## config.mk

```make
export PLATFORM = sky130hd
export DESIGN_NAME = ddo_front_flat
export DESIGN_NICKNAME = d
export VERILOG_FILES = /design/src/sv/ddo_pkg.sv /design/src/sv/ddo_if.sv /design/src/sv/ddo_front.sv /design/src/flat_wrapper.sv
export SDC_FILE = /design/constraint.sdc
export NUM_CORES = 2
export LEC_CHECK = 0
export ABC_AREA = 0
export BUFFER_PORTS_ARGS = -buffer_cell sky130_fd_sc_hd__buf_2
export CORE_MARGIN = 5
export CORE_UTILIZATION = 55
export CTS_CLUSTER_DIAMETER = 100
export DETAILED_ROUTE_END_ITERATION = 7
export PLACE_DENSITY = 0.75
export SETUP_SLACK_MARGIN = 0.05
export SYNTH_ARGS = -nofsm -noshare
export SYNTH_HDL_FRONTEND = slang
export SYNTH_SLANG_ARGS = --single-unit
```

## constraint.sdc

```tcl
create_clock -name clock -period 9.5 [get_ports clock]
set_input_delay 2.375 -clock clock [delete_from_list [all_inputs] [get_ports clock]]
set_output_delay 2.375 -clock clock [all_outputs]
set_load 0.02 [all_outputs]
```

## src/sv/ddo_pkg.sv

```systemverilog
package ddo_pkg;

   localparam int CORDIC_STEPS = 16;
   localparam int ATAN_ENTRIES = 24;
   localparam int NUM_ITER = (CORDIC_STEPS < ATAN_ENTRIES) ? CORDIC_STEPS : ATAN_ENTRIES;
   localparam int ITER_W = $clog2(NUM_ITER + 1);
   localparam logic signed [33:0] CORDIC_K = 34'sd652032874;

   localparam logic [2:0] REG_TIME_STEP = 3'd0;
   localparam logic [2:0] REG_TURN_GAIN = 3'd1;
   localparam logic [2:0] REG_START_X = 3'd2;
   localparam logic [2:0] REG_START_Y = 3'd3;
   localparam logic [2:0] REG_START_HEADING = 3'd4;

   localparam logic [15:0] RST_TIME_STEP = 16'd1092;
   localparam logic [23:0] RST_TURN_GAIN = 24'd89006;

   typedef struct packed {
      logic signed [15:0] left_speed;
      logic signed [15:0] right_speed;
      logic signed [15:0] left_offset;
      logic signed [15:0] right_offset;
   } req_type;

   typedef struct packed {
      logic signed [31:0] pos_x;
      logic signed [31:0] pos_y;
      logic [15:0] heading_out;
   } rsp_type;

   typedef struct packed {
      logic [2:0] index;
      logic [31:0] data;
   } csr_type;

   // classified tick: twice the centre travel and half the turn
   typedef struct packed {
      logic signed [18:0] sum;
      logic [15:0] half;
   } move_type;

   typedef enum logic [2:0] {
      FE_IDLE, FE_TRAVEL, FE_TURN, FE_PUSH
   } fe_state_type;

   typedef enum logic [2:0] {
      BE_IDLE, BE_TURN1, BE_ROT, BE_MULX, BE_MULY, BE_SUM, BE_OUT
   } be_state_type;

   function automatic logic signed [33:0] atan_of(input logic [4:0] i);
      logic signed [33:0] r;
      unique case (i)
         5'd0: r = 34'sh20000000;
         5'd1: r = 34'sh12E4051E;
         5'd2: r = 34'sh09FB385B;
         5'd3: r = 34'sh051111D4;
         5'd4: r = 34'sh028B0D43;
         5'd5: r = 34'sh0145D7E1;
         5'd6: r = 34'sh00A2F61E;
         5'd7: r = 34'sh00517C55;
         5'd8: r = 34'sh0028BE53;
         5'd9: r = 34'sh00145F2F;
         5'd10: r = 34'sh000A2F98;
         5'd11: r = 34'sh000517CC;
         5'd12: r = 34'sh00028BE6;
         5'd13: r = 34'sh000145F3;
         5'd14: r = 34'sh0000A2F9;
         5'd15: r = 34'sh0000517D;
         5'd16: r = 34'sh000028BE;
         5'd17: r = 34'sh0000145F;
         5'd18: r = 34'sh00000A2F;
         5'd19: r = 34'sh00000517;
         5'd20: r = 34'sh0000028B;
         5'd21: r = 34'sh00000145;
         5'd22: r = 34'sh000000A2;
         5'd23: r = 34'sh00000051;
         default: r = 34'sd0;
      endcase
      return r;
   endfunction

endpackage

```

## src/sv/ddo_if.sv

```systemverilog
interface ddo_req_if import ddo_pkg::*; ();
   logic valid;
   logic ready;
   req_type data;
   modport source (output valid, output data, input ready);
   modport sink (input valid, input data, output ready);
endinterface


```

## src/sv/ddo_front.sv

```systemverilog
module ddo_front import ddo_pkg::*; (
   input logic clock,
   input logic reset,
   ddo_req_if.sink req,
   input logic [15:0] time_step,
   input logic [23:0] turn_gain,
   output logic push,
   output move_type push_data,
   input logic full
);

   fe_state_type state_ff, state_in;
   req_type item_ff, item_in;
   logic signed [17:0] lt_ff, lt_in, rt_ff, rt_in;
   move_type mv_ff, mv_in;

   logic signed [32:0] lp, rp;
   logic signed [18:0] diff;
   logic signed [43:0] tp;

   always_ff @(posedge clock) begin
      if (reset) state_ff <= FE_IDLE;
      else state_ff <= state_in;
      item_ff <= item_in;
      lt_ff <= lt_in;
      rt_ff <= rt_in;
      mv_ff <= mv_in;
   end

   always_comb begin
      lp = item_ff.left_speed * $signed({1'b0, time_step}) + 33'sd32768;
      rp = item_ff.right_speed * $signed({1'b0, time_step}) + 33'sd32768;
      diff = 19'(lt_ff) - 19'(rt_ff);
      tp = diff * $signed({1'b0, turn_gain}) + 44'sd65536;
      state_in = state_ff;
      item_in = item_ff;
      lt_in = lt_ff;
      rt_in = rt_ff;
      mv_in = mv_ff;
      req.ready = 1'b0;
      push = 1'b0;
      push_data = mv_ff;
      unique case (state_ff)
         FE_IDLE: begin
            req.ready = 1'b1;
            if (req.valid) begin
               item_in = req.data;
               state_in = FE_TRAVEL;
            end
         end
         FE_TRAVEL: begin
            lt_in = 18'(lp >>> 16) + 18'(item_ff.left_offset);
            rt_in = 18'(rp >>> 16) + 18'(item_ff.right_offset);
            state_in = FE_TURN;
         end
         FE_TURN: begin
            mv_in.sum = 19'(lt_ff) + 19'(rt_ff);
            mv_in.half = tp[32:17];
            state_in = FE_PUSH;
         end
         FE_PUSH: begin
            if (!full) begin
               push = 1'b1;
               state_in = FE_IDLE;
            end
         end
         default: state_in = FE_IDLE;
      endcase
   end

endmodule

```

## src/flat_wrapper.sv

```systemverilog
// flat-port wrapper written by rule: the top's interface ports become plain ports
module ddo_front_flat import ddo_pkg::*;
  (clock, reset, time_step, turn_gain, push, push_data, full, req_valid, req_data, req_ready);
  ddo_req_if req_i ();
  input logic clock;
  input logic reset;
  input logic [15:0] time_step;
  input logic [23:0] turn_gain;
  output logic push;
  output move_type push_data;
  input logic full;
  input wire logic [$bits(req_i.valid)-1:0] req_valid;
  input wire logic [$bits(req_i.data)-1:0] req_data;
  output wire logic [$bits(req_i.ready)-1:0] req_ready;
  assign req_i.valid = req_valid;
  assign req_i.data = req_data;
  assign req_ready = req_i.ready;
  ddo_front u_core (.clock(clock), .reset(reset), .req(req_i), .time_step(time_step), .turn_gain(turn_gain), .push(push), .push_data(push_data), .full(full));
endmodule
```

==> reports/metrics.csv <==
stage,metric,value,unit
timing,clock_skew,0.0287,ns
setup_path,worstPathRequired,9.73,ns
detailed_routing,wl_met2,44.6,mm
setup_path,cp-start-kind,flip-flop,
clock_network,postCtsHoldBufs,0,
synth,synth_nets,5058,
floorplanning,dieWidth,265,um
placed_design,dp_cells,4883,
detailed_routing,dr.first_iter.drc_count,1774,
synth,yosysUniqueCellTypes,61,
floorplanning,initial_core_util,55.5,%
synth,synth_edf_count,135,
final_layout,fillers,5219,
clock_network,worstSkewPairLatency,0.51,ns
placed_design,numPortBuffers,144,
final_layout,area_growth,12.7,%
synth,synth.top_cells.by_area,"fa_1 40%, ha_1 15%, edfxtp_1 11%, inv_1 9.7%, nand2_1 6.0%",
clock_network,clkTransAtPathRegs,0.09,ns
final_layout,fin_cells,4953,
grt,grt_overflow,0,
clock_network,cts_sinks,137,
timing,worst_slew_pin_slew,0.967,ns
synth,synth-seq-area-share,11.5,%
setup_path,ff2ff_path_depth,37,
outcome,outcome,finished clean,
clock_network,cts_buffers,17,
timing,hold_viol_final,0,
setup_path,worstPathArrival,9.50,ns
clock_network,clock_path_buffers,2,
detailed_routing,drt_drc_violations_left,0,
placed_design,place.gp.congestion,0.925,
synth,ys.flop_type,edfxtp_1,
detailed_routing,ant_nets,0,
detailed_routing,top_layer_used,met4,
placed_design,place_ws,-0.648,ns
floorplanning,fp.dieH,265,um
final_layout,layout-drive-gt1-share,13.5,%
detailed_routing,drtPass1Iterations,5,
flow_run,drv_cap,0,
synth,syn_area,0.0357,sq mm
synth,syn_avg_cell_area,9.38,sq um
timing,timing.hold.ws,0.560,ns
synth,async_reset_ff_share,0,%
grt,grt_start_max_net_pins,65,
synth,ys_warn_count,0,
clock_network,htree_levels,4,
floorplanning,ioPinCount,145,
timing,period_needed,9.27,ns
timing,slew_viol_final,0,
detailed_routing,wl_met1,34.4,mm
placed_design,dp_hpwl,71.8,mm
floorplanning,core_region_area,0.0643,sq mm
clock_network,cts-root-buf,clkbuf_16,
floorplanning,rows,93,
timing,max_slew_margin,35.5,%
detailed_routing,wl_per_cell,17.7,um
detailed_routing,wl_met3,5.83,mm
synth,synthCells,3807,
setup_path,crit_slowest_cell,fa_1,
timing,clock.fmax,108,MHz
final_layout,fin_nets,5335,
detailed_routing,wl,87.8,mm
synth,synth_area_leader_cell,fa_1,
grt,antenna_found_initial,2,
detailed_routing,avgViaCountPerCell,5.28,
timing,rsz0062_at_grt,true,
synth,synth-seq-cells,137,
clock_network,cts_tree,built,
worst_hold_path,hold_class,reg -> reg,
grt,grt_pass1_wl,143,mm
worst_hold_path,hold_depth,2,
grt,grt_usage,25.5,%
timing,fin_crit_sh,97.5,%
setup_path,setup.worst_path.class,reg -> reg,
setup_path,critPathMaxStageDelay,0.52,ns
setup_path,end_kind,flip-flop,
detailed_routing,vias,26200,
synth,yosysTopAreaCellShare,40.4,%
timing,setup_viol,0,
floorplanning,dieArea,0.0701,sq mm
setup_path,critPathMaxFanout,6,
timing,worst_slack,0.233,ns
grt,grt_pass1_vias,28300,
-- repair_timing --
action / in CTS / in global routing
setup endpoints to repair: 10 / 18
gates resized for setup: 17 / 99
setup buffers: 0 / 36
pin swaps: 3 / 82
gates cloned: 0 / 1
-- critical path: cells and delay by family, from the launching register on --
| kind | cells | cell delay, ns |
|---|---|---|
| adder cells (fa/ha/maj) | 10 | 4.06 |
| AO/OA/AOI/OAI | 13 | 2.37 |
| buffers and inverters | 9 | 0.84 |
| AND/OR/NAND/NOR | 3 | 0.74 |
| flip-flops | 1 | 0.49 |
| XOR/XNOR | 2 | 0.47 |
-- state kept, by name (all words and copies together) (netlist names) --
register and cells:
u_core.state_ff 2, u_core.push_data 35, u_core.item_ff 64, u_core.rt_ff 18, u_core.lt_ff 18
-- layout by cell type, fill, tap and decap left out, drive strengths merged, types with 19 or more instances in the layout --
| cell | Yosys | layout |
|---|---|---|
| a21o | 29 | 29 |
| a21oi | 77 | 77 |
| and2 | 309 | 309 |
| buf | 4 | 416 |
| clkbuf | 156 | 19 |
| edfxtp | 135 | 135 |
| fa | 721 | 721 |
| ha | 422 | 422 |
| inv | 923 | 928 |
| nand2 | 572 | 572 |
| nand2b | 37 | 37 |
| nor2 | 78 | 78 |
| nor2b | 27 | 27 |
| nor3 | 26 | 26 |
| o21a | 19 | 19 |
| o21ai | 27 | 27 |
| o21bai | 25 | 25 |
| xnor2 | 91 | 91 |
| xor2 | 25 | 25 |
-- cell usage after synthesis (4+ instances only) --
| master | n |
|---|---|
| and2_1 | 309 |
| edfxtp_1 | 135 |
| nor3_1 | 24 |
| nand2b_1 | 37 |
| a21boi_0 | 4 |
| nor2b_1 | 27 |
| nand4_1 | 8 |
| a21oi_1 | 77 |
| o21a_1 | 19 |
| nand2_1 | 572 |
| ha_1 | 422 |
| xnor2_1 | 90 |
| xor2_1 | 25 |
| a21o_1 | 29 |
| and3_1 | 4 |
| nor4_1 | 5 |
| a211oi_1 | 5 |
| nand3_1 | 12 |
| a221oi_1 | 4 |
| o31ai_1 | 5 |
| a31oi_1 | 5 |
| or2_2 | 8 |
| clkbuf_1 | 156 |
| inv_1 | 923 |
| fa_1 | 721 |
| o21bai_1 | 25 |
| o21ai_0 | 26 |
| nor2_1 | 78 |
-- cell type report --
type                    instances  area (sq um)  share of cell area [%]
well taps                     855          1070                    2.66
clock buffers                  17           425                    1.06
repair buffers                418          3010                    7.48
clock inverters                15           199                   0.494
multi-input cells            2587         28000                    69.5
flip-flops and latches        137          4090                    10.2
inverters                     923          3460                    8.61
diodes                          1          2.50                 0.00622
-- final timing paths --
kind / from / to / slack, ns
hold reg to reg: u_core.state_ff[1]$_SDFFE_PP0P_ / u_core.state_ff[1]$_SDFFE_PP0P_ / 0.56
setup reg to reg: u_core.lt_ff[0]$_DFFE_PP_ / u_core.push_data[15]$_DFFE_PP_ / 0.23
hold / removal: u_core.state_ff[1]$_SDFFE_PP0P_ / u_core.state_ff[1]$_SDFFE_PP0P_ / 0.56
setup / recovery: u_core.lt_ff[0]$_DFFE_PP_ / u_core.push_data[15]$_DFFE_PP_ / 0.23
-- routing by layer --
| layer | vias up | global-route usage [%] |
|---|---|---|
| met5 | - | 0 |
| met4 | 0 | 8.78 |
| met3 | 188 | 3.92 |
| met2 | 904 | 44.8 |
| met1 | 13200 | 32.3 |
| li1 | 11900 | - |
-- cell families (layout without fill, tap and decap cells) --
logic type                 Yosys count  after routing  share of synthesized area [%]
buffers and inverters             1083           1373                           11.4
DFF                                137            137                           11.5
other                                0              1                              0
AOI/OAI and AO/OA                  229            229                           4.22
muxes                                2              2                         0.0561
xor gates and xnor gates           120            120                           3.12
and+or+nand+nor                   1093           1093                           14.5
adders and majority gates         1143           1143                           55.2
-- stage by stage --
stage,area [sq um],setup TNS [ns],util [%]
6_report,40200,0,62.5
5_1_grt,40200,-0.281,62.5
4_1_cts,39600,0,61.5
3_5_place_dp,38900,-8.26,60.4
3_3_place_gp,38900,-5.38,60.4
2_1_floorplan,35700,0,-
Power is not shown: default switching activity piles up to over one toggle a cycle in this logic, so the estimate is an artifact.
