===== config.mk =====
export PLATFORM = sky130hd
export DESIGN_NAME = ddo_back_flat
export DESIGN_NICKNAME = d
export VERILOG_FILES = /design/src/sv/ddo_pkg.sv /design/src/sv/ddo_if.sv /design/src/sv/ddo_back.sv /design/src/flat_wrapper.sv
export SDC_FILE = /design/constraint.sdc
export NUM_CORES = 2
export LEC_CHECK = 0
export ABC_CLOCK_PERIOD_IN_PS = 11250
export BUFFER_PORTS_ARGS = -buffer_cell sky130_fd_sc_hd__clkbuf_2
export CORE_UTILIZATION = 45
export CTS_CLUSTER_DIAMETER = 30
export DETAILED_ROUTE_END_ITERATION = 12
export MAX_ROUTING_LAYER = met4
export PLACE_DENSITY = 0.64
export SYNTH_ARGS = -nofsm -noshare
export SYNTH_HDL_FRONTEND = slang
export SYNTH_SLANG_ARGS = --single-unit
export TNS_END_PERCENT = 100

===== constraint.sdc =====
create_clock -name clock -period 11.25 [get_ports clock]
set_clock_uncertainty 0.1 [all_clocks]
set_input_delay 0.5625 -clock clock [delete_from_list [all_inputs] [get_ports clock]]
set_output_delay 0.5625 -clock clock [all_outputs]
set_load 0.05 [all_outputs]

===== src/sv/ddo_pkg.sv =====
package ddo_pkg;

   localparam int CORDIC_STEPS = 16;
   localparam int ATAN_ENTRIES = 24;
   localparam int NUM_ITER = (CORDIC_STEPS < ATAN_ENTRIES) ? CORDIC_STEPS : ATAN_ENTRIES;
   localparam int ITER_W = $clog2(NUM_ITER + 1);
   localparam logic signed [33:0] CORDIC_K = 34'sd652032874;

   localparam logic [2:0] REG_TIME_STEP = 3'd0;
   localparam logic [2:0] REG_TURN_GAIN = 3'd1;
   localparam logic [2:0] REG_START_X = 3'd2;
   localparam logic [2:0] REG_START_Y = 3'd3;
   localparam logic [2:0] REG_START_HEADING = 3'd4;

   localparam logic [15:0] RST_TIME_STEP = 16'd1092;
   localparam logic [23:0] RST_TURN_GAIN = 24'd89006;

   typedef struct packed {
      logic signed [15:0] left_speed;
      logic signed [15:0] right_speed;
      logic signed [15:0] left_offset;
      logic signed [15:0] right_offset;
   } req_type;

   typedef struct packed {
      logic signed [31:0] pos_x;
      logic signed [31:0] pos_y;
      logic [15:0] heading_out;
   } rsp_type;

   typedef struct packed {
      logic [2:0] index;
      logic [31:0] data;
   } csr_type;

   // classified tick: twice the centre travel and half the turn
   typedef struct packed {
      logic signed [18:0] sum;
      logic [15:0] half;
   } move_type;

   typedef enum logic [2:0] {
      FE_IDLE, FE_TRAVEL, FE_TURN, FE_PUSH
   } fe_state_type;

   typedef enum logic [2:0] {
      BE_IDLE, BE_TURN1, BE_ROT, BE_MULX, BE_MULY, BE_SUM, BE_OUT
   } be_state_type;

   function automatic logic signed [33:0] atan_of(input logic [4:0] i);
      logic signed [33:0] r;
      unique case (i)
         5'd0: r = 34'sh20000000;
         5'd1: r = 34'sh12E4051E;
         5'd2: r = 34'sh09FB385B;
         5'd3: r = 34'sh051111D4;
         5'd4: r = 34'sh028B0D43;
         5'd5: r = 34'sh0145D7E1;
         5'd6: r = 34'sh00A2F61E;
         5'd7: r = 34'sh00517C55;
         5'd8: r = 34'sh0028BE53;
         5'd9: r = 34'sh00145F2F;
         5'd10: r = 34'sh000A2F98;
         5'd11: r = 34'sh000517CC;
         5'd12: r = 34'sh00028BE6;
         5'd13: r = 34'sh000145F3;
         5'd14: r = 34'sh0000A2F9;
         5'd15: r = 34'sh0000517D;
         5'd16: r = 34'sh000028BE;
         5'd17: r = 34'sh0000145F;
         5'd18: r = 34'sh00000A2F;
         5'd19: r = 34'sh00000517;
         5'd20: r = 34'sh0000028B;
         5'd21: r = 34'sh00000145;
         5'd22: r = 34'sh000000A2;
         5'd23: r = 34'sh00000051;
         default: r = 34'sd0;
      endcase
      return r;
   endfunction

endpackage


===== src/sv/ddo_if.sv =====


interface ddo_rsp_if import ddo_pkg::*; ();
   logic valid;
   logic ready;
   rsp_type data;
   modport source (output valid, output data, input ready);
   modport sink (input valid, input data, output ready);
endinterface



===== src/sv/ddo_back.sv =====
module ddo_back import ddo_pkg::*; (
   input logic clock,
   input logic reset,
   input logic pop_empty,
   input move_type pop_data,
   output logic pop,
   ddo_rsp_if.source rsp,
   input logic load_x,
   input logic load_y,
   input logic load_h,
   input logic [31:0] load_value
);

   be_state_type state_ff, state_in;
   logic signed [31:0] px_ff, px_in, py_ff, py_in;
   logic [15:0] ph_ff, ph_in;
   move_type mv_ff, mv_in;
   logic flip_ff, flip_in;
   logic signed [33:0] x_ff, x_in, y_ff, y_in, z_ff, z_in;
   logic [ITER_W-1:0] it_ff, it_in;
   logic signed [52:0] m_ff, m_in;
   logic signed [32:0] dx_ff, dx_in;
   rsp_type out_ff, out_in;
   logic ov_ff, ov_in;

   logic [15:0] hnew;
   logic [31:0] u;
   logic signed [33:0] xs, ys, cs;
   logic signed [33:0] sx, sy;

   always_ff @(posedge clock) begin
      if (reset) begin
         state_ff <= BE_IDLE;
         ov_ff <= 1'b0;
         px_ff <= '0;
         py_ff <= '0;
         ph_ff <= '0;
      end else begin
         state_ff <= state_in;
         ov_ff <= ov_in;
         px_ff <= px_in;
         py_ff <= py_in;
         ph_ff <= ph_in;
      end
      mv_ff <= mv_in;
      flip_ff <= flip_in;
      x_ff <= x_in;
      y_ff <= y_in;
      z_ff <= z_in;
      it_ff <= it_in;
      m_ff <= m_in;
      dx_ff <= dx_in;
      out_ff <= out_in;
   end

   assign rsp.valid = ov_ff;
   assign rsp.data = out_ff;

   function automatic logic signed [31:0] sat(input logic signed [33:0] v);
      if (v > 34'sd2147483647) return 32'sh7FFFFFFF;
      if (v < -34'sd2147483648) return 32'sh80000000;
      return v[31:0];
   endfunction

   always_comb begin
      state_in = state_ff;
      px_in = px_ff;
      py_in = py_ff;
      ph_in = ph_ff;
      mv_in = mv_ff;
      flip_in = flip_ff;
      x_in = x_ff;
      y_in = y_ff;
      z_in = z_ff;
      it_in = it_ff;
      m_in = m_ff;
      dx_in = dx_ff;
      out_in = out_ff;
      ov_in = ov_ff;
      pop = 1'b0;
      hnew = ph_ff + mv_ff.half;
      u = {hnew, 16'd0};
      xs = x_ff >>> it_ff;
      ys = y_ff >>> it_ff;
      cs = flip_ff ? -x_ff : x_ff;
      sx = flip_ff ? -y_ff : y_ff;
      sy = 34'(px_ff) + 34'(dx_ff);
      if (ov_ff && rsp.ready) ov_in = 1'b0;
      unique case (state_ff)
         BE_IDLE: begin
            if (!pop_empty) begin
               pop = 1'b1;
               mv_in = pop_data;
               state_in = BE_TURN1;
            end
         end
         BE_TURN1: begin
            ph_in = hnew;
            flip_in = u[31] ^ u[30];
            x_in = CORDIC_K;
            y_in = '0;
            z_in = 34'($signed(u ^ {(u[31] ^ u[30]), 31'd0}));
            it_in = '0;
            state_in = BE_ROT;
         end
         BE_ROT: begin
            if (z_ff >= 0) begin
               x_in = x_ff - ys;
               y_in = y_ff + xs;
               z_in = z_ff - atan_of(5'(it_ff));
            end else begin
               x_in = x_ff + ys;
               y_in = y_ff - xs;
               z_in = z_ff + atan_of(5'(it_ff));
            end
            it_in = it_ff + 1'b1;
            if (it_ff == ITER_W'(NUM_ITER - 1)) state_in = BE_MULX;
         end
         BE_MULX: begin
            m_in = mv_ff.sum * cs + 53'sh40000000;
            state_in = BE_MULY;
         end
         BE_MULY: begin
            dx_in = 33'(m_ff >>> 31);
            m_in = mv_ff.sum * sx + 53'sh40000000;
            state_in = BE_SUM;
         end
         BE_SUM: begin
            px_in = sat(sy);
            py_in = sat(34'(py_ff) + 34'(m_ff >>> 31));
            ph_in = hnew;
            state_in = BE_OUT;
         end
         BE_OUT: begin
            if (!ov_ff || rsp.ready) begin
               out_in.pos_x = px_ff;
               out_in.pos_y = py_ff;
               out_in.heading_out = ph_ff;
               ov_in = 1'b1;
               state_in = BE_IDLE;
            end
         end
         default: state_in = BE_IDLE;
      endcase
      if (load_x) px_in = load_value;
      if (load_y) py_in = load_value;
      if (load_h) ph_in = load_value[15:0];
   end

`ifndef SYNTH
   a_pop: assert property (@(posedge clock) disable iff (reset)
      pop |-> !pop_empty && state_ff == BE_IDLE) else $error("pop while busy");
   a_rot: assert property (@(posedge clock) disable iff (reset)
      (state_ff == BE_TURN1) |=> state_ff == BE_ROT && it_ff == '0) else $error("rotation start");
   a_hold: assert property (@(posedge clock) disable iff (reset)
      (ov_ff && !rsp.ready) |=> ov_ff && $stable(out_ff)) else $error("result lost");
`endif

endmodule


===== src/flat_wrapper.sv =====
// flat-port wrapper written by rule: the top's interface ports become plain ports
module ddo_back_flat import ddo_pkg::*;
  (clock, reset, pop_empty, pop_data, pop, load_x, load_y, load_h, load_value, rsp_valid, rsp_data, rsp_ready);
  ddo_rsp_if rsp_i ();
  input logic clock;
  input logic reset;
  input logic pop_empty;
  input move_type pop_data;
  output logic pop;
  input logic load_x;
  input logic load_y;
  input logic load_h;
  input logic [31:0] load_value;
  output wire logic [$bits(rsp_i.valid)-1:0] rsp_valid;
  output wire logic [$bits(rsp_i.data)-1:0] rsp_data;
  input wire logic [$bits(rsp_i.ready)-1:0] rsp_ready;
  assign rsp_valid = rsp_i.valid;
  assign rsp_data = rsp_i.data;
  assign rsp_i.ready = rsp_ready;
  ddo_back u_core (.clock(clock), .reset(reset), .pop_empty(pop_empty), .pop_data(pop_data), .pop(pop), .rsp(rsp_i), .load_x(load_x), .load_y(load_y), .load_h(load_h), .load_value(load_value));
endmodule

==> impl_metrics.env <==
export IMPL_gate_count_after_technology_mapping=8068
export IMPL_initial_core_util_pct=45.3
export IMPL_clock_path_buffers=3
export IMPL_worstPathBufferInverterCount=4
export IMPL_layout_nets=9910
export IMPL_async_reset_ff_share_pct=0
export IMPL_cp_arrival_ns=10.94
export IMPL_routed_via_density=5.57
export IMPL_synth_sequential_area_ratio_pct=14.1
export IMPL_initial_antenna_violation_count=2
export IMPL_synth_most_common_cell="inv_1"
export IMPL_reg2reg_depth=30
export IMPL_clk_root_buffer_cell="clkbuf_16"
export IMPL_final_antenna_net_count=0
export IMPL_reg2reg_from="u_core.x_ff[4]"
export IMPL_coreArea_mm2=0.161
export IMPL_synth_warn=0
export IMPL_row_count=147
export IMPL_synth_net_count=9861
export IMPL_startpoint_type="flop"
export IMPL_crit_family="adder cells"
export IMPL_timing_hold_worst_endpoint="u_core.ph_ff[0]"
export IMPL_hold_class="input port to flop"
export IMPL_drt_wl_total_um=213000
export IMPL_grt_max_degree=104
export IMPL_grt_setup_unrepaired="false"
export IMPL_hold_ws_ns=0.0403
export IMPL_synth_edff_count=267
export IMPL_remaining_drc_errors=0
export IMPL_utilization_pct=50.0
export IMPL_synth_cell_types=97
export IMPL_worst_setup_path_type="flop to flop"
export IMPL_htree_levels=3
export IMPL_crit_path_max_incr_delay_ns=0.59
export IMPL_synth_commonest_cells="inv_1, fa_1, nand2_1"
export IMPL_cts_made_buffers=101
export IMPL_drt_initial_drc_count=4386
export IMPL_n_fill_cell=14900
export IMPL_synth_top_flop_cell="edfxtp_1"
export IMPL_hold_path_startpoint="load_value[0]"
export IMPL_die_w_um=404
export IMPL_setup_viols_final=0
export IMPL_tns_ns=0
export IMPL_required_ns=11.60
export IMPL_worst_pin_slew_ns=1.28
export IMPL_run_status="finished clean"
export IMPL_cp_common_cell="fa_1"
export IMPL_detailroute_via_count=57800
export IMPL_floorplan_die_area_mm2=0.164
export IMPL_grt_pass1_vias=60400
export IMPL_grt_pass1_wl_um=339000
export IMPL_cp_max_fo=19
export IMPL_chipHeight_um=404
export IMPL_achievable_frequency_mhz=94.5
export IMPL_clock_tree_from_tritoncts="built"
export IMPL_timing_final_hold_violations=0
export IMPL_hold_path_stages=3
export IMPL_cts_reportedPaths_clkPinSlew_ns=0.05
export IMPL_yosys_area_top_type="fa_1"
export IMPL_final_max_slew_viol_count=0
export IMPL_pin_count=156
export IMPL_clock_insertion_delay_worst_skew_ns=0.82
export IMPL_area_growth_pct=10.3
export IMPL_worst_r2r_setup_slack_ns=0.66
export IMPL_gp_congestion=0.963
export IMPL_drive_gt1_share_pct=8.30
export IMPL_post_synth_instance_area_mm2=0.0729
export IMPL_timing_final_crit_share_pct=94.1
export IMPL_rr_endpoint="u_core.m_ff[52]"
export IMPL_tritoncts_num_sinks=381
export IMPL_avgSynthCellArea_um2=9.04
export IMPL_cp_end_kind="flop"
export IMPL_cts_repair_timing_setup_buffer_count=0
export IMPL_overall_global_routing_usage_pct=27.2
export IMPL_synth_ff_latch_count=381
export IMPL_max_cap_violations=0
export IMPL_drtPass1Iterations=8
export IMPL_globalRoute_totalOverflow=0
export IMPL_max_slew_margin_pct=14.5
export IMPL_detailedPlacementHpwl_um=162000
export IMPL_ys_top_cells_by_area="fa_1, edfxtp_1, ha_1"
export IMPL_final_period_minus_worst_setup_slack_ns=10.59
export IMPL_drt_wirelength_per_cell_um=20.5
export IMPL_port_buffer_count=155
export IMPL_critical_path_slowest_cell="or4_1"
export IMPL_post_synth_top_area_fraction_pct=34.4
==> layer usage <==
layer	vias up	part of all wire [%]	global-route usage [%]
met5	-	0	-
met4	0	3.5	9.04
met3	451	7.4	4.52
met2	2260	47	43.3
met1	29200	42	35.3
li1	25900	-	-
==> flip-flops by register name, summed over array words and instances, names as in the netlist, 22 cells and up, named ones only <==
register,flops
u_core.px_ff,32
u_core.mv_ff,35
u_core.m_ff,22
u_core.z_ff,34
u_core.x_ff,34
u_core.py_ff,32
u_core.y_ff,34
u_core.dx_ff,22
u_core.rsp.data,80
==> worst max path at each step <==
stage                   startpoint               to  slack [ns]  cells after the start
floorplan           u_core.x_ff[3]  u_core.m_ff[50]        1.81                     31
CTS                 u_core.x_ff[4]  u_core.m_ff[52]        0.65                     30
detailed placement  u_core.x_ff[4]  u_core.m_ff[52]        0.64                     30
global placement    u_core.x_ff[3]  u_core.m_ff[52]        0.88                     30
finish              u_core.x_ff[4]  u_core.m_ff[52]        0.66                     30
global route        u_core.x_ff[4]  u_core.m_ff[50]        0.02                     30
==> layout by cell type (no fill, tap or decap), types with 23 or more instances in the layout <==
cell / netlist / routed
xor2_1: 133 / 132
clkbuf_2: 1 / 154
nand2b_1: 59 / 59
and2_1: 485 / 485
a21oi_1: 353 / 352
or3_1: 26 / 26
dfxtp_1: 114 / 114
inv_1: 1329 / 1328
a21o_1: 112 / 112
mux2_2: 30 / 30
nand3_1: 69 / 69
o21a_1: 36 / 36
ha_1: 467 / 467
mux2i_1: 71 / 71
edfxtp_1: 267 / 267
nor2_1: 438 / 436
a31oi_1: 26 / 26
nand4_1: 38 / 38
o21ai_0: 256 / 256
o21bai_1: 32 / 31
o211ai_1: 23 / 23
xnor2_1: 230 / 192
or2_2: 30 / 30
o31ai_1: 64 / 64
xnor2_2: 0 / 29
nor2b_1: 52 / 52
clkbuf_16: 0 / 105
buf_4: 5 / 152
nand2_1: 1123 / 1122
fa_1: 1252 / 1252
o22ai_1: 25 / 25
mux4_2: 62 / 62
a211oi_1: 101 / 100
dlygate4sd3_1: 0 / 46
nor3_1: 75 / 73
==> tightest hold or removal path, delay by kind of cell <==
family	cells	cell delay [ns]
compound gates	1	0.07
buf+inv	1	0.13
simple gates	1	0.07
==> metrics by stage <==
step / instance area [um^2] / instances / setup WS [ns]
3_3_place_gp: 76400 / 10100 / 0.879
6_report: 80400 / 10400 / 0.663
3_5_place_dp: 76400 / 10100 / 0.640
4_1_cts: 80400 / 10400 / 0.651
2_1_floorplan: 72900 / 8068 / 1.81
5_1_grt: 80400 / 10400 / 0.0157
==> kinds of logic after synthesis <==
logic type / Yosys count / share of synthesized area (%)
fa+ha+maj: 1719 / 42.4
mux: 169 / 3.50
buf+inv: 1747 / 9.16
xor+xnor: 363 / 4.36
compound gates: 1206 / 10.6
simple gates: 2483 / 15.8
flops: 381 / 14.1
==> repair_timing <==
item / CTS / global route
hold buffers: 46 / 0
endpoints found under the hold margin: 47 / 0
gates resized for setup: 0 / 0
==> cell type report <==
type | instances | area, um^2 | area share [%]
Antenna cell | 4 | 10.0 | 0.0125
Clock buffer | 133 | 2830 | 3.52
Clock inverter | 59 | 684 | 0.851
Inverter | 1335 | 5010 | 6.24
Multi-Input combinational cell | 5940 | 56400 | 70.1
Sequential cell | 381 | 10300 | 12.8
Tap cell | 2160 | 2700 | 3.36
Timing Repair Buffer | 358 | 2480 | 3.08
Power is not shown: default switching activity piles up to over one toggle a cycle in this logic, so the estimate is an artifact.
