### src/sv/ddo_pkg.sv
package ddo_pkg;

   localparam int CORDIC_STEPS = 16;
   localparam int ATAN_ENTRIES = 24;
   localparam int NUM_ITER = (CORDIC_STEPS < ATAN_ENTRIES) ? CORDIC_STEPS : ATAN_ENTRIES;
   localparam int ITER_W = $clog2(NUM_ITER + 1);
   localparam logic signed [33:0] CORDIC_K = 34'sd652032874;

   localparam logic [2:0] REG_TIME_STEP = 3'd0;
   localparam logic [2:0] REG_TURN_GAIN = 3'd1;
   localparam logic [2:0] REG_START_X = 3'd2;
   localparam logic [2:0] REG_START_Y = 3'd3;
   localparam logic [2:0] REG_START_HEADING = 3'd4;

   localparam logic [15:0] RST_TIME_STEP = 16'd1092;
   localparam logic [23:0] RST_TURN_GAIN = 24'd89006;

   typedef struct packed {
      logic signed [15:0] left_speed;
      logic signed [15:0] right_speed;
      logic signed [15:0] left_offset;
      logic signed [15:0] right_offset;
   } req_type;

   typedef struct packed {
      logic signed [31:0] pos_x;
      logic signed [31:0] pos_y;
      logic [15:0] heading_out;
   } rsp_type;

   typedef struct packed {
      logic [2:0] index;
      logic [31:0] data;
   } csr_type;

   // classified tick: twice the centre travel and half the turn
   typedef struct packed {
      logic signed [18:0] sum;
      logic [15:0] half;
   } move_type;

   typedef enum logic [2:0] {
      FE_IDLE, FE_TRAVEL, FE_TURN, FE_PUSH
   } fe_state_type;

   typedef enum logic [2:0] {
      BE_IDLE, BE_TURN1, BE_ROT, BE_MULX, BE_MULY, BE_SUM, BE_OUT
   } be_state_type;

   function automatic logic signed [33:0] atan_of(input logic [4:0] i);
      logic signed [33:0] r;
      unique case (i)
         5'd0: r = 34'sh20000000;
         5'd1: r = 34'sh12E4051E;
         5'd2: r = 34'sh09FB385B;
         5'd3: r = 34'sh051111D4;
         5'd4: r = 34'sh028B0D43;
         5'd5: r = 34'sh0145D7E1;
         5'd6: r = 34'sh00A2F61E;
         5'd7: r = 34'sh00517C55;
         5'd8: r = 34'sh0028BE53;
         5'd9: r = 34'sh00145F2F;
         5'd10: r = 34'sh000A2F98;
         5'd11: r = 34'sh000517CC;
         5'd12: r = 34'sh00028BE6;
         5'd13: r = 34'sh000145F3;
         5'd14: r = 34'sh0000A2F9;
         5'd15: r = 34'sh0000517D;
         5'd16: r = 34'sh000028BE;
         5'd17: r = 34'sh0000145F;
         5'd18: r = 34'sh00000A2F;
         5'd19: r = 34'sh00000517;
         5'd20: r = 34'sh0000028B;
         5'd21: r = 34'sh00000145;
         5'd22: r = 34'sh000000A2;
         5'd23: r = 34'sh00000051;
         default: r = 34'sd0;
      endcase
      return r;
   endfunction

endpackage

### src/sv/ddo_queue.sv
module ddo_queue import ddo_pkg::*; (
   input logic clock,
   input logic reset,
   input logic push,
   input move_type push_data,
   output logic full,
   input logic pop,
   output logic empty,
   output move_type pop_data
);

   move_type slot_ff [2];
   logic wp_ff, rp_ff;
   logic [1:0] cnt_ff;

   assign full = (cnt_ff == 2'd2);
   assign empty = (cnt_ff == 2'd0);
   assign pop_data = slot_ff[rp_ff];

   always_ff @(posedge clock) begin
      if (reset) begin
         wp_ff <= 1'b0;
         rp_ff <= 1'b0;
         cnt_ff <= 2'd0;
      end else begin
         if (push && !full) wp_ff <= ~wp_ff;
         if (pop && !empty) rp_ff <= ~rp_ff;
         cnt_ff <= cnt_ff + 2'((push && !full) ? 1 : 0) - 2'((pop && !empty) ? 1 : 0);
      end
      if (push && !full) slot_ff[wp_ff] <= push_data;
   end

`ifndef SYNTH
   a_no_over: assert property (@(posedge clock) disable iff (reset)
      full |=> cnt_ff <= 2'd2) else $error("queue overflow");
   a_cnt: assert property (@(posedge clock) disable iff (reset)
      (push && !full && !pop) |=> cnt_ff == $past(cnt_ff) + 2'd1) else $error("queue count");
   a_ptr: assert property (@(posedge clock) disable iff (reset)
      empty |-> wp_ff == rp_ff) else $error("queue pointers");
`endif

endmodule

### config.mk
export PLATFORM = sky130hd
export DESIGN_NAME = ddo_queue
export DESIGN_NICKNAME = d
export VERILOG_FILES = /design/src/sv/ddo_pkg.sv /design/src/sv/ddo_queue.sv
export SDC_FILE = /design/constraint.sdc
export NUM_CORES = 1
export LEC_CHECK = 0
export ABC_AREA = 1
export BUFFER_PORTS_ARGS = -buffer_cell sky130_fd_sc_hd__buf_2
export CORE_UTILIZATION = 55
export DETAILED_ROUTE_END_ITERATION = 8
export PLACE_DENSITY = 0.81
export SLEW_MARGIN = 20
export SYNTH_ARGS = -nofsm -noshare
export SYNTH_HDL_FRONTEND = slang
export SYNTH_SLANG_ARGS = --single-unit
### constraint.sdc
create_clock -name clock -period 4.5 [get_ports clock]
set_clock_uncertainty 0.15 [all_clocks]
set_input_delay 0.9 -clock clock [delete_from_list [all_inputs] [get_ports clock]]
set_output_delay 0.9 -clock clock [all_outputs]
set_load 0.05 [all_outputs]
==> metrics.csv, run 1 <==
stage,metric,value,unit
status,status,"finished, final reports clean",
cells_and_area,antenna cells,0,
floorplan,num ports,76,
synth,Post-synth EDFFs,70,
pwr,Comb power frac,36.5,%
synth,Synth top area share,71.7,%
drt,DRC Markers,0,
timing,Tcrit/Tclk final,61.9,%
pwr,clock share of power,18.9,%
cells_and_area,fin nets,272,
timing,fin. max-slew vios,0,
critical_path,Worst Path Arrival,1.73,ns
critical_path,r2r worst-path depth,5,
global_route,largest net degree at the start of global routing,36,
timing,hold slack,0.373,ns
hold_path,hold path start,rp_ff$_SDFFE_PP0P_,
global_route,vias in the first global route,1397,
placement,Placed Instance Area,0.00334,mm^2
floorplan,CORE AREA,0.00511,mm^2
timing,Max Freq,359,MHz
synth,"area leader, netlist",edfxtp_1,
cells_and_area,area grow syn2layout,19.2,%
pwr,Static Leak,1.42,nW
drt,WL final,4340,um
pwr,Total Power,2.17,mW
global_route,All-Layer GR Usage,16.1,%
critical_path,worst reg2reg startpoint,cnt_ff[0]$_SDFF_PP0_,
placement,gpl congestion,0.669,
synth,Yosys warning count,0,
clock_network,Setup Buffers After CTS,0,
timing,Worst Slack Setup Final,1.72,ns
drt,Antenna Nets Post-Route,0,
timing,RSZ-0062 raised after global routing,no,
synth,Post-synth ARST share,0,%
critical_path,Setup CP Type,reg -> out,
floorplan,Die Width,75.0,um
pwr,sequential power share,44.6,%
drt,WL per Instance,14.2,um
synth,Post-Syn Area per Cell,19.8,um^2
floorplan,cell row count,26,
global_route,Overflow after GRT,0,
clock_network,CTS Hold Bufs,0,
synth,post-synth cell types,12,
critical_path,r2r setup slk,2.44,ns
placement,HPWL Detailed,2830,um
cells_and_area,fillcell total,368,
pwr,Cell Int Power,1.34,mW
synth,"Seq/Total Area, Yosys",75.1,%
synth,"Primary FF master, synth",edfxtp_1,
pwr,PD cells,621,mW/mm^2
timing,Tmin final,2.78,ns
placement,post-placement setup slack,1.73,ns
hold_path,Hold Crit Depth,2,
synth,top post-synthesis cells by area,"edfxtp_1 72%, mux2_4 15%, dfxtp_1 3.4%",
synth,synthesized flop and latch total,75,
cells_and_area,ratio of cells with drive above 1 in the final layout,52.5,%
floorplan,DIE AREA,0.00563,mm^2
cells_and_area,"non-filler cells, final",306,
clock_network,clk sinks,75,
floorplan,Die Height,75.0,um
cells_and_area,post-route cell area,0.00349,mm^2
global_route,global-route wire length before repair,6310,um
placement,port buffer count,75,
synth,"Cell Area, Synth",0.00293,mm^2
drt,vias per cell,4.84,
hold_path,worst hold-check path type,reg -> reg,
critical_path,Crit. End Element,output pin,
placement,placed cells,290,
clock_network,clk_lat worst skew,0.33,ns
pwr,VDD IR max,0.000418,V
critical_path,reg-to-reg critical path endpoint,slot_ff[1][13]$_DFFE_PP_,
cells_and_area,final core utilization,68.4,%
drt,Pre-antenna DRT Iters,4,
timing,worst-margin pin slew,1.01,ns
timing,final hold violations,0,
timing,endpoints failing setup,0,
clock_network,H-tree Lvls,3,
timing,Final TNS setup,0,ns
critical_path,Critical Path Source Type,register,
clock_network,Clock Tree Root,clkbuf_8,
floorplan,Starting Density,57.4,%
clock_network,clk slew on worst S/H paths,0.07,ns
pwr,switching power,0.830,mW
drt,vias,1480,
pwr,Sw Ratio,38.3,%
global_route,initial antenna violation count,0,
critical_path,Worst Path Required,3.45,ns
drt,drt first-iter violations,77,
clock_network,CTS tree,yes,
timing,Worst slew margin,32.6,%
synth,cells after synthesis,148,
synth,syn nets,189,
synth,library cell with the highest instance count after synthesis,edfxtp_1,
critical_path,CP max FO,35,
clock_network,cts repair resizes,0,
clock_network,Max Root-Sink Buffers,2,
synth,Post-synth top cells,"70 x edfxtp_1, 30 x mux2_4, 10 x inv_1",
clock_network,CTS buffer count,9,
run,max capacitance violation total,0,
-- flip-flops by register name, indices dropped and copies added, names as in the netlist, named ones only --
signal / count
cnt_ff: 2
wp_ff: 1
slot_ff: 70
rp_ff: 1
-- how the worst max path moves through the flow --
| stage | startpoint | end | slack [ns] | cells past startpoint |
|---|---|---|---|---|
| floorplan | push | slot_ff[0][0]$_DFFE_PP_ | 1.48 | 2 |
| global placement | register | pop_data[1] | 1.73 | 2 |
| detailed placement | register | pop_data[34] | 1.73 | 2 |
| CTS | register | pop_data[34] | 1.35 | 2 |
| global route | register | pop_data[3] | 1.65 | 2 |
| finish | register | pop_data[34] | 1.72 | 2 |
-- cell families after synthesis --
family                     Yosys count  synth area share (%)
DFF                                 75                  75.1
muxes                               35                  17.3
and+or+nand+nor                     20                  2.69
buffers and inverters               14                  3.71
AOI/OAI and AO/OA                    2                 0.341
adders and majority gates            2                 0.853
-- critical path, cell delays in order (launching register included) --
cell and delay [ns]:
dfxtp_4 0.74, mux2_2 0.41, buf_2 0.21
-- power by group through the flow --
stage,combinational (mW),clock [mW],sequential (mW)
after floorplan,0.735,0,0.927
after global placement,0.795,0,0.978
after detailed placement,0.806,0,0.984
after CTS,0.807,0.421,0.970
after global routing,0.840,0.445,0.980
final,0.793,0.411,0.968
-- area by class of cell --
cell class | count | area, um^2 | share of cell area [%]
Clock buffer | 12 | 135 | 3.87
Sequential cell | 75 | 2210 | 63.1
Clock inverter | 4 | 17.5 | 0.501
Tap cell | 70 | 87.6 | 2.51
Timing Repair Buffer | 76 | 383 | 11.0
Inverter | 10 | 37.5 | 1.07
Multi-Input combinational cell | 59 | 628 | 18.0
-- placed cells by master, fill, tap and decap left out, types with 3 or more instances in the layout --
| cell | synthesis | final |
|---|---|---|
| buf_2 | 0 | 75 |
| clkbuf_1 | 0 | 3 |
| clkbuf_8 | 0 | 9 |
| dfxtp_1 | 5 | 4 |
| edfxtp_1 | 70 | 70 |
| inv_1 | 10 | 10 |
| mux2_2 | 5 | 5 |
| mux2_4 | 30 | 30 |
| nand2_1 | 8 | 8 |
| nand3_1 | 3 | 3 |
| nor2_1 | 9 | 8 |
-- metal layers --
| layer | routed length (um) | up-vias | GRT usage, % |
|---|---|---|---|
| li1 | - | 717 | - |
| met5 | 0 | - | 0 |
| met2 | 2300 | 42 | 26.9 |
| met4 | 87 | 0 | 10.1 |
| met3 | 206 | 7 | 4.42 |
| met1 | 1750 | 714 | 18.4 |
(Power assumes the default switching activity.)
==> run 2: changes to the inputs <==
Settings changed: ABC_AREA 1 to 0, CORE_UTILIZATION 55 to 46, PLACE_DENSITY 0.81 to 0.72.
Clock period 4.5 ns to 2.4 ns, I/O delays scaled along.
==> run 2 against run 1 <==
Net effect: via count decreased by 0.68%; non-clock buffer count increased by 4; die area increased by 12%; sequential share of layout area increased by 1.3 points; synthesized cell count decreased by 8.1%; power increased by 97%; design area decreased by 2.1%.
==> metrics.csv, run 2 <==
stage,metric,value,unit,change
status,status,"finished, final reports clean",,
cells_and_area,"commonest non-fill, non-tap cells in the layout","75 x buf_2, 70 x edfxtp_1, 35 x mux2_2, 9 x clkbuf_8, 5 x dfxtp_1",,
synth,"Cell Area, Synth",0.00275,mm^2,-6.2%
timing,hold slack,0.184,ns,-0.190 ns
timing,RSZ-0062 raised after global routing,no,,
clock_network,clk sinks,75,,unchanged
cells_and_area,final core utilization,60.6,%,-7.8 points
critical_path,worst reg2reg startpoint,cnt_ff[0]$_SDFF_PP0_,,
drt,WL per Instance,14.7,um,+4.0%
placement,HPWL Detailed,3010,um,+6.5%
clock_network,Clock Tree Root,clkbuf_8,,
drt,vias,1470,,-0.68%
run,max capacitance violation total,0,,unchanged
floorplan,Starting Density,48.7,%,-8.7 points
synth,Post-synth EDFFs,70,,unchanged
placement,port buffer count,75,,unchanged
clock_network,CTS tree,yes,,
synth,post-synth cell types,20,,+8
clock_network,clk slew on worst S/H paths,0.07,ns,about the same
synth,Yosys warning count,0,,unchanged
global_route,vias in the first global route,1563,,+12%
clock_network,H-tree Lvls,3,,unchanged
global_route,largest net degree at the start of global routing,21,,-42%
floorplan,num ports,76,,unchanged
floorplan,cell row count,27,,+3.8%
cells_and_area,Top Registers,"slot_ff: 70 flops, cnt_ff: 2 flops",,
synth,cells after synthesis,136,,-8.1%
drt,Antenna Nets Post-Route,0,,unchanged
timing,endpoints failing setup,0,,unchanged
synth,main combinational cell family by area after synthesis,multiplexers,,
synth,adder-cell share of the synthesized area,0.910,%,+0.056 points
floorplan,Die Width,79.3,um,+5.8%
cells_and_area,"commonest non-fill, non-tap cell in the layout",buf_2,,
pwr,PD cells,1250,mW/mm^2,+100%
cells_and_area,fillcell total,443,,+20%
synth,synthesized flop and latch total,75,,unchanged
critical_path,r2r worst-path depth,5,,unchanged
synth,"area leader, netlist",edfxtp_1,,
timing,Tcrit/Tclk final,90.0,%,
synth,post-synthesis compound-gate area fraction,0.637,%,+0.30 points
global_route,Overflow after GRT,0,,unchanged
floorplan,DIE AREA,0.00629,mm^2,+12%
timing,Tmin final,2.16,ns,
clock_network,Setup Buffers After CTS,0,,unchanged
critical_path,Setup CP Type,reg -> out,,
critical_path,Crit. End Element,output pin,,
critical_path,reg-to-reg critical path endpoint,slot_ff[0][15]$_DFFE_PP_,,
timing,Final TNS setup,0,ns,unchanged
floorplan,Die Height,79.3,um,+5.8%
critical_path,CP max FO,20,,-43%
cells_and_area,max reg flops,70,,unchanged
pwr,Static Leak,1.32,nW,-7.4%
drt,WL final,4410,um,+1.6%
critical_path,Critical Path Source Type,register,,
synth,Synth top area share,76.4,%,+4.7 points
hold_path,worst hold-check path type,in -> reg,,
pwr,VDD IR max,0.000789,V,+88%
cells_and_area,area grow syn2layout,24.3,%,
clock_network,CTS Hold Bufs,0,,unchanged
synth,Post-synth ARST share,0,%,unchanged
global_route,All-Layer GR Usage,15.4,%,-0.71 points
clock_network,clk_lat worst skew,0.33,ns,about the same
clock_network,cts repair resizes,0,,unchanged
floorplan,CORE AREA,0.00564,mm^2,+10%
cells_and_area,ratio of cells with drive above 1 in the final layout,56.8,%,+4.3 points
cells_and_area,fin nets,264,,-2.9%
hold_path,hold path start,push_data[12],,
synth,xor/xnor cell area share of the yosys netlist,0.637,%,+0.64 points
global_route,global-route wire length before repair,6860,um,+8.6%
critical_path,CP peak stage delay,0.38,ns,-0.36 ns
hold_path,Hold Crit Depth,1,,-1
timing,fin. max-slew vios,0,,unchanged
clock_network,CTS buffer count,9,,unchanged
synth,Post-Syn Area per Cell,20.2,um^2,+2.1%
placement,gpl congestion,0.741,,+11%
cells_and_area,antenna cells,0,,unchanged
synth,"Seq/Total Area, Yosys",80.1,%,+5.0 points
synth,syn nets,177,,-6.3%
synth,"Primary FF master, synth",edfxtp_1,,
critical_path,"Slowest-stage cell, CP",mux2_2,,
critical_path,CP cell instances,"buf_4, mux2_2, buf_2",,
cells_and_area,Reg with most FFs,slot_ff,,
drt,DRC Markers,0,,unchanged
global_route,initial antenna violation count,0,,unchanged
drt,vias per cell,4.92,,+1.6%
timing,worst-margin pin slew,0.431,ns,-0.577 ns
synth,mux contribution to synthesized area,14.3,%,-3.0 points
hold_path,hold endpoint,slot_ff[0][12]$_DFFE_PP_,,
timing,final hold violations,0,,unchanged
pwr,Total Power,4.27,mW,+97%
critical_path,Worst Path Required,1.77,ns,-1.68 ns
timing,Worst slew margin,71.3,%,+39 points
synth,top post-synthesis cells by area,"edfxtp_1 76%, mux2_2 14%, dfxtp_1 3.6%",,
synth,Post-synth top cells,"70 x edfxtp_1, 35 x mux2_2, 5 x dfxtp_1",,
clock_network,Max Root-Sink Buffers,2,,unchanged
drt,drt first-iter violations,69,,-10%
synth,library cell with the highest instance count after synthesis,edfxtp_1,,
critical_path,r2r setup slk,0.68,ns,-1.76 ns
critical_path,Worst Path Arrival,1.53,ns,-0.20 ns
synth,Synth Area in Simple Gates,2.14,%,-0.55 points
timing,Max Freq,463,MHz,
drt,Pre-antenna DRT Iters,2,,-2
-- run 2: cell type report --
cell class | count | area (um^2) | share of cell area (%)
Clock inverter | 4 | 42.5 | 1.24
Multi-Input combinational cell | 53 | 513 | 15.0
Clock buffer | 11 | 131 | 3.84
Sequential cell | 75 | 2200 | 64.4
Tap cell | 72 | 90.1 | 2.63
Inverter | 4 | 15.0 | 0.439
Timing Repair Buffer | 80 | 425 | 12.4
-- run 2: per-layer routing --
layer,global-route usage [%],share of wire [%],up-vias
li1,-,-,699
met1,16.7,41,715
met2,26.3,52,43
met3,3.91,4.6,13
met4,10.5,2.7,0
met5,0,0,-
-- run 2: kinds of logic (layout without fill, tap and decap cells) --
group | Yosys count | after routing
xor gates and xnor gates | 2 | 2
muxes | 35 | 35
and+or+nand+nor | 11 | 11
buffers and inverters | 8 | 99
DFF | 75 | 75
adders and majority gates | 2 | 2
AOI/OAI and AO/OA | 3 | 3
-- run 2: worst max path at each step --
| stage | endpoint | depth (start not counted) |
|---|---|---|
| floorplan | slot_ff[0][0]$_DFFE_PP_ | 4 |
| global placement | pop_data[14] | 3 |
| detailed placement | cnt_ff[1]$_SDFF_PP0_ | 8 |
| CTS | pop_data[23] | 3 |
| global route | pop_data[23] | 3 |
| finish | pop_data[23] | 3 |
-- run 2: worst max-delay path: cells and delay by family, from the launching register on --
kind                   cells  cell delay [ns]
muxes                      1             0.38
DFF                        1             0.33
buffers and inverters      2             0.49
-- run 2: metrics by stage --
| stage | instance area, um^2 | setup WS (ns) | std cells |
|---|---|---|---|
| 2_1_floorplan | 2750 | 0.209 | 136 |
| 3_3_place_gp | 3250 | 0.584 | 284 |
| 3_5_place_dp | 3250 | 0.528 | 284 |
| 4_1_cts | 3420 | 0.199 | 299 |
| 5_1_grt | 3420 | 0.146 | 299 |
| 6_report | 3420 | 0.241 | 299 |
-- run 2: power breakdown --
group	internal (mW)	switching (mW)	leakage, nW
combinational	0.478	1.19	0.534
clock	0.467	0.404	0.0882
sequential	1.67	0.0597	0.695
total	2.61	1.65	1.32
